`src/hw/rtl/ips_pkg.sv`:
```
// Shared types and constants for the incremental PID step block.
// Holds the channel payload structs, item kinds and register indexes.
// No dependencies.
package ips_pkg;

   localparam int unsigned SAMPLE_WIDTH    = 16;
   localparam int unsigned GAIN_WIDTH      = 16;
   localparam int unsigned OUT_WIDTH       = 32;
   localparam int unsigned KIND_WIDTH      = 2;
   localparam int unsigned CSR_INDEX_WIDTH = 2;

   typedef enum logic [KIND_WIDTH-1:0] {
      KIND_UPDATE = 2'd0,
      KIND_RECORD = 2'd1,
      KIND_RESET  = 2'd2
   } kind_type;

   typedef enum logic [CSR_INDEX_WIDTH-1:0] {
      CSR_GAIN_P_TARGET   = 2'd0,
      CSR_GAIN_P_MEASURE  = 2'd1,
      CSR_GAIN_INTEGRAL   = 2'd2,
      CSR_GAIN_DERIVATIVE = 2'd3
   } csr_index_type;

   typedef struct packed {
      logic [KIND_WIDTH-1:0]          kind;
      logic signed [SAMPLE_WIDTH-1:0] target;
      logic signed [SAMPLE_WIDTH-1:0] measurement;
   } req_type;

   typedef struct packed {
      logic signed [OUT_WIDTH-1:0] delta_output;
      logic signed [OUT_WIDTH-1:0] delta_i;
   } rsp_type;

endpackage

```
`src/hw/rtl/incremental_pid_step_top.sv`:
```
// Incremental (velocity-form) PID step: input register, one combinational pass
// through the gain multiplies, adder tree and clamp, then the result register.
// Depends on ips_pkg.
//
// Usage:
//   The request channel (req_valid, req_stall, req_data) carries one item per
//   transfer: a kind (update, record, reset), a target and a measurement.
//   Every item gives exactly one result on the response channel (rsp_valid,
//   rsp_stall, rsp_data): the held delta and the integral term taken on the
//   updated history.
//   An item taken moves from the input register to the result register, which
//   drives rsp_valid, once that is empty or draining. One item is taken every
//   cycle while req_stall is low; the five gain multiplies, the adder tree and
//   the clamp sit in the single pass between the input and result registers.
//   When the receiver stalls, the result register holds its payload and the
//   input register fills; req_stall rises only once both are full and
//   rsp_stall is high.
//   Gains are written through csr_write_enable, csr_index and csr_write_data.
//   The user writes them only while no item is in flight; the block trusts this.
//   Synchronous reset clears the gains, the sample history, the held delta
//   and both valid flags; the block takes items in the cycle after reset.
module incremental_pid_step_top #(
   parameter int unsigned FRAC_BITS = 8
) (
   input  logic                                   clock,
   input  logic                                   reset,
   input  logic                                   req_valid,
   output logic                                   req_stall,
   input  ips_pkg::req_type                       req_data,
   output logic                                   rsp_valid,
   input  logic                                   rsp_stall,
   output ips_pkg::rsp_type                       rsp_data,
   input  logic                                   csr_write_enable,
   input  logic [ips_pkg::CSR_INDEX_WIDTH-1:0]    csr_index,
   input  logic [ips_pkg::GAIN_WIDTH-1:0]         csr_write_data
);

   localparam int unsigned SW     = ips_pkg::SAMPLE_WIDTH;
   localparam int unsigned GW     = ips_pkg::GAIN_WIDTH;
   localparam int unsigned OW     = ips_pkg::OUT_WIDTH;
   localparam int unsigned DIFF_W = SW + 2;
   localparam int unsigned PROD_W = DIFF_W + GW + 1;
   localparam int unsigned ACC_W  = PROD_W + 2;

   localparam logic signed [ACC_W-1:0] SAT_HI = {{(ACC_W-OW+1){1'b0}}, {(OW-1){1'b1}}};
   localparam logic signed [ACC_W-1:0] SAT_LO = {{(ACC_W-OW+1){1'b1}}, {(OW-1){1'b0}}};

   function automatic logic signed [OW-1:0] sat_out(input logic signed [ACC_W-1:0] v);
      logic signed [OW-1:0] r;
      if (v > SAT_HI) begin
         r = SAT_HI[OW-1:0];
      end else if (v < SAT_LO) begin
         r = SAT_LO[OW-1:0];
      end else begin
         r = v[OW-1:0];
      end
      return r;
   endfunction

   function automatic logic signed [PROD_W-1:0] gain_mul(input logic [GW-1:0] g,
                                                         input logic signed [DIFF_W-1:0] d);
      logic signed [GW:0] gs;
      gs = $signed({1'b0, g});
      return PROD_W'(gs) * PROD_W'(d);
   endfunction

   // Gain registers
   logic [GW-1:0] gain_p_target_ff, gain_p_measure_ff, gain_integral_ff, gain_derivative_ff;

   // History
   logic signed [SW-1:0] last_target_ff, last_target_in;
   logic signed [SW-1:0] prev_meas_ff, prev_meas_in;
   logic signed [SW-1:0] prev_prev_meas_ff, prev_prev_meas_in;
   logic signed [OW-1:0] held_delta_ff, held_delta_in;

   // Input and result registers
   logic                      in_valid_ff;
   ips_pkg::req_type          in_data_ff;
   logic signed [PROD_W-1:0]  prod_pt, prod_pm, prod_i, prod_d, prod_di;
   logic                      rsp_valid_ff;
   ips_pkg::rsp_type          rsp_data_ff, rsp_data_in;

   logic req_take, rsp_load;

   assign rsp_load  = in_valid_ff && (!rsp_valid_ff || !rsp_stall);
   assign req_stall = in_valid_ff && !rsp_load;
   assign req_take  = req_valid && !req_stall;

   assign rsp_valid = rsp_valid_ff;
   assign rsp_data  = rsp_data_ff;

   // Configuration writes
   always_ff @(posedge clock) begin
      if (reset) begin
         gain_p_target_ff   <= '0;
         gain_p_measure_ff  <= '0;
         gain_integral_ff   <= '0;
         gain_derivative_ff <= '0;
      end else if (csr_write_enable) begin
         unique case (ips_pkg::csr_index_type'(csr_index))
            ips_pkg::CSR_GAIN_P_TARGET:   gain_p_target_ff   <= csr_write_data;
            ips_pkg::CSR_GAIN_P_MEASURE:  gain_p_measure_ff  <= csr_write_data;
            ips_pkg::CSR_GAIN_INTEGRAL:   gain_integral_ff   <= csr_write_data;
            ips_pkg::CSR_GAIN_DERIVATIVE: gain_derivative_ff <= csr_write_data;
            default: ;
         endcase
      end
   end

   // Differences against the history, history update and gain multiplies.
   logic signed [DIFF_W-1:0] tgt_x, meas_x, last_x, prev_x, pp_x;
   logic signed [DIFF_W-1:0] d_tgt, d_meas, err, d2, di_diff;

   always_comb begin
      tgt_x   = DIFF_W'(in_data_ff.target);
      meas_x  = DIFF_W'(in_data_ff.measurement);
      last_x  = DIFF_W'(last_target_ff);
      prev_x  = DIFF_W'(prev_meas_ff);
      pp_x    = DIFF_W'(prev_prev_meas_ff);
      d_tgt   = tgt_x - last_x;
      d_meas  = meas_x - prev_x;
      err     = tgt_x - meas_x;
      d2      = meas_x - (prev_x <<< 1) + pp_x;

      last_target_in    = last_target_ff;
      prev_meas_in      = prev_meas_ff;
      prev_prev_meas_in = prev_prev_meas_ff;
      unique case (in_data_ff.kind)
         ips_pkg::KIND_UPDATE, ips_pkg::KIND_RECORD: begin
            last_target_in    = in_data_ff.target;
            prev_prev_meas_in = prev_meas_ff;
            prev_meas_in      = in_data_ff.measurement;
         end
         ips_pkg::KIND_RESET: begin
            last_target_in = '0;
            prev_meas_in   = '0;
         end
         default: ;
      endcase

      di_diff = DIFF_W'(last_target_in) - DIFF_W'(prev_meas_in);
      prod_pt = gain_mul(gain_p_target_ff, d_tgt);
      prod_pm = gain_mul(gain_p_measure_ff, d_meas);
      prod_i  = gain_mul(gain_integral_ff, err);
      prod_d  = gain_mul(gain_derivative_ff, d2);
      prod_di = gain_mul(gain_integral_ff, di_diff);
   end

   // Adder tree, floor shift, clamp.
   logic signed [ACC_W-1:0] acc, acc_shift, di_shift;

   always_comb begin
      acc       = ACC_W'(prod_pt) - ACC_W'(prod_pm) + ACC_W'(prod_i) + ACC_W'(prod_d);
      acc_shift = acc >>> FRAC_BITS;
      di_shift  = ACC_W'(prod_di) >>> FRAC_BITS;

      held_delta_in = held_delta_ff;
      unique case (in_data_ff.kind)
         ips_pkg::KIND_UPDATE: held_delta_in = sat_out(acc_shift);
         ips_pkg::KIND_RESET:  held_delta_in = '0;
         default: ;
      endcase

      rsp_data_in.delta_output = held_delta_in;
      rsp_data_in.delta_i      = sat_out(di_shift);
   end

   always_ff @(posedge clock) begin
      if (reset) begin
         in_valid_ff       <= 1'b0;
         rsp_valid_ff      <= 1'b0;
         last_target_ff    <= '0;
         prev_meas_ff      <= '0;
         prev_prev_meas_ff <= '0;
         held_delta_ff     <= '0;
      end else begin
         if (req_take || rsp_load) begin
            in_valid_ff <= req_take;
         end
         if (rsp_load || (rsp_valid_ff && !rsp_stall)) begin
            rsp_valid_ff <= rsp_load;
         end
         // History moves with the transfer into the result register, so the
         // next item in the input register already sees it.
         if (rsp_load) begin
            last_target_ff    <= last_target_in;
            prev_meas_ff      <= prev_meas_in;
            prev_prev_meas_ff <= prev_prev_meas_in;
            held_delta_ff     <= held_delta_in;
         end
      end
   end

   always_ff @(posedge clock) begin
      if (req_take) begin
         in_data_ff <= req_data;
      end
      if (rsp_load) begin
         rsp_data_ff <= rsp_data_in;
      end
   end

endmodule

```
`config.mk`:
```
export PLATFORM = sky130hd
export DESIGN_NAME = incremental_pid_step_top
export DESIGN_NICKNAME = d
export VERILOG_FILES = /design/src/hw/rtl/ips_pkg.sv /design/src/hw/rtl/incremental_pid_step_top.sv
export SDC_FILE = /design/constraint.sdc
export NUM_CORES = 2
export LEC_CHECK = 0
export BUFFER_PORTS_ARGS = -buffer_cell sky130_fd_sc_hd__clkbuf_2
export CAP_MARGIN = 20
export CORE_MARGIN = 5
export CORE_UTILIZATION = 26
export DETAILED_ROUTE_END_ITERATION = 7
export PLACE_DENSITY = 0.53
export RECOVER_POWER = 25
export REMOVE_ABC_BUFFERS = 1
export SYNTH_ARGS = -nofsm -noshare
export SYNTH_HDL_FRONTEND = slang
export SYNTH_SLANG_ARGS = --single-unit
export TNS_END_PERCENT = 30
```
`constraint.sdc`:
```
create_clock -name clock -period 10.1 [get_ports clock]
set_clock_uncertainty 0.05 [all_clocks]
set_input_delay 2.02 -clock clock [delete_from_list [all_inputs] [get_ports clock]]
set_output_delay 2.02 -clock clock [all_outputs]
set_load 0.05 [all_outputs]
```
==> metrics.md <==
| Metric | Value |
|---|---|
| Status | complete, but fails checks |
| Violations in the final reports | max-capacitance violations, max-slew violations, negative setup slack |
| Max Fanout on Critical Path | 4 |
| Critical Path Max Stage Delay | roughly 0.57 ns |
| Layout cell share with drive strength beyond 1 | between 10% and 20% |
| Vias in the first global route | 51,900 |
| Setup CP Type | flip-flop to flip-flop |
| Met3 usage | under 10% |
| Top cell type's share of synthesized area | between 40% and 50% |
| Post-placement cell area | 0.0711 mm² |
| Detailed Route Iter0 Violations | 2,418 |
| Initial core utilization | a little over a quarter |
| HP Class | flip-flop to flip-flop |
| IO Pins | around 120 |
| Achievable frequency | about 90 MHz |
| Slowest stage cell, crit path | fa_2 |
| CTS tree | yes |
| RSZ-0062 raised after global routing | true |
| Post-synthesis async set-or-reset flop share | 0% |
| Worst R2R End | rsp_data[59] |
| DR WL/cell | 18.5 µm |
| Startpoint Class | flip-flop |
| Seq/Total Area, Yosys | 9.19% |
| Final hold violation count | 0 |
| Most frequent CP cell | fa_1 |
| Hold Buf Count CTS | 0 |
| Congestion Overflow GR | 0 |
| Critical path capture point type | flip-flop |
| Initial antenna violation count | 12 |
| Max FFs per register | just under 60 |
| Fin crit period | ~11 ns |
| Drc violations | 0 |
| Placer Congestion | a little over 0.9 |
| Arrival time of the worst setup path | between 10 and 15 ns |
| Worst setup margin | -0.957 ns |
| Row count | around 180 |
| Sequential cell area | approximately 0.0057 mm² |
| Clock Path Buffers | 3 |
| Fin Setup TNS | -33.52 ns |
| Synth top cells by count | 1,649 x inv_1, 1,358 x fa_1, 955 x nand2_1 |
| Nets | between 9,000 and 10,000 |
| Mapped Cells | approximately 6,800 |
| Count of cell types in the netlist | 77 |
| Largest net degree at the start of global routing | between 90 and 100 |
| Cell with the most instances after synthesis | inv_1 |
| Flops & latches, synth | 239 |
| Area contributors post-synth | fa_1 44%, ha_1 12%, inv_1 10% |
| Grt met2 use | 29.1% |
| Met1 Track Usage GR | about a fifth |
| Layout area overhead | 18.9% |
| R2r startpoint | in_data_ff[16] |
| Setup violations, final | 53 |
| Layout fillers | between 20,000 and 25,000 |
| Chip height | 499 µm |
| Post-synth EDFFs | between 90 and 100 |
| Port Buf Inserts | roughly 120 |
| CP Data Required Time | between 10 and 15 ns |
| Cell accounting for the most synthesized area | fa_1 |
| Ys flop type | dfxtp_1 |
| Total GRT Usage | 15.7% |
| Worst Tran Pin Value | 5.30 ns |
| Final core utilization | ~31% |
| First-pass iteration count of the detailed router | 7 |
| Worst skew pair latency | 0.63 ns |
| Area of the multi-input gates | between 0.05 and 0.06 mm² |
| Clock transition at the registers of the reported paths | 0.06 ns |
| CTS Buf Count | 34 |
| Cell area after layout | about 0.074 mm² |
| Die ar. | approximately 0.25 mm² |
| H-Tree Depth | 2 |
| Final worst-path cycle share | 109% |
| FF-to-FF path depth | 46 |
| Reg2reg setup slack | -0.96 ns |
| Number of routed nets with antenna violations | 0 |
| Mapped cell area | between 0.06 and 0.07 mm² |
| Via count | about 47,000 |
| Hold depth | 2 |
| Total wire length | between 150,000 and 200,000 µm |
| Max-cap violations | 3 |
| Top Usage Layer GRT | met2 |
| Final slew viol count | between 150 and 200 |
| Hold path startpoint | held_delta_ff[8] |
| Total number of yosys warnings | 0 |
| Die Wd | ~500 µm |
| HPWL Detailed | roughly 170,000 µm |
| Hold worst-path end | held_delta_ff[8] |
| Clock Root Buffer | clkbuf_16 |
| Vias per inst | between 4 and 5 |
| Core box area | around 0.24 mm² |
| Rel. slew slack | -254% |
| Clock sinks | around 240 |
| Global-route wire length before repair | 304,000 µm |
| Avg Cell Area, Syn | around 9 µm² |
-- stage by stage --
step / setup WS, ns / hold WS [ns] / instances
2_1_floorplan: -1.26 / 0.375 / 6531
3_3_place_gp: -1.84 / 0.392 / 10500
3_5_place_dp: -1.76 / 0.397 / 10500
4_1_cts: -0.914 / 0.407 / 10600
5_1_grt: -1.30 / 0.425 / 10600
6_report: -0.957 / 0.407 / 10600
-- placed cells by master, fill, tap and decap left out, drive strengths merged, types with 12 or more instances in the layout --
| cell type | instances |
|---|---|
| a21o | 41 |
| xor2 | 32 |
| o211a | 12 |
| a31oi | 12 |
| nor2b | 94 |
| buf | 703 |
| mux2 | 25 |
| a21oi | 193 |
| nand2 | 955 |
| and3 | 22 |
| fa | 1358 |
| xnor2 | 78 |
| nor2 | 148 |
| and2 | 523 |
| nand3 | 103 |
| o21ai | 80 |
| inv | 1655 |
| nand2b | 72 |
| a211oi | 28 |
| dfxtp | 146 |
| a21boi | 12 |
| o21a | 33 |
| nor3b | 18 |
| ha | 592 |
| or2 | 29 |
| clkbuf | 165 |
| a22o | 38 |
| nor3 | 41 |
| edfxtp | 93 |
-- what timing repair did --
action,4_1_cts,5_1_grt
pin swaps,107,54
setup buffers,31,22
endpoints found under the setup margin,58,68
resized for setup,210,101
gates cloned,2,0
-- final cells by class --
class	count	share of cell area [%]
timing repair buffer	828	8.96
inverter	1651	8.38
antenna	9	0.0305
sequential	239	7.73
clock inverter	21	0.369
tap	3167	5.36
clock buffer	41	1.23
multi-input combinational	4641	67.9
-- worst max path at each step --
stage	to	slack, ns	startpoint
floorplan	rsp_data[60]	-1.26	prev_meas_ff[12]
global placement	rsp_data[63]	-1.84	prev_prev_meas_ff[2]
detailed placement	rsp_data[62]	-1.76	in_data_ff[2]
CTS	rsp_data[57]	-0.91	in_data_ff[2]
global route	rsp_data[59]	-1.30	in_data_ff[16]
finish	rsp_data[59]	-0.96	in_data_ff[16]
-- kinds of logic (layout without fill, tap and decap cells) --
kind of cell	count (synthesis)	after routing	share of synthesized area [%]
AND/OR/NAND/NOR	2040	2040	15.9
buffers and inverters	1964	2541	11.9
adder cells (fa/ha/maj)	1950	1950	55.6
AO/OA/AOI/OAI	507	507	5.24
flip-flops	239	239	9.19
XOR/XNOR	110	110	1.55
multiplexers	34	34	0.597
other	0	9	0
-- worst max-delay path: cells and delay by family (launching register included) --
kind            cells  cell delay (ns)
compound gates     19             3.42
fa+ha+maj          13             5.58
buf+inv            13             1.24
flops               1             0.38
simple gates        1             0.06
-- metal layers --
metal | wire length (µm) | share of wire [%] | up-vias
met1 | 80300 | 41 | 24400
met3 | 6770 | 3.4 | 299
li1 | - | - | 21400
met4 | 7880 | 4.0 | 0
met2 | 101000 | 52 | 1024
met5 | 0 | 0 | -
Power is left out: the tool's default activity adds up to more than one toggle a clock period on the data nets, which glitch-free logic cannot reach.
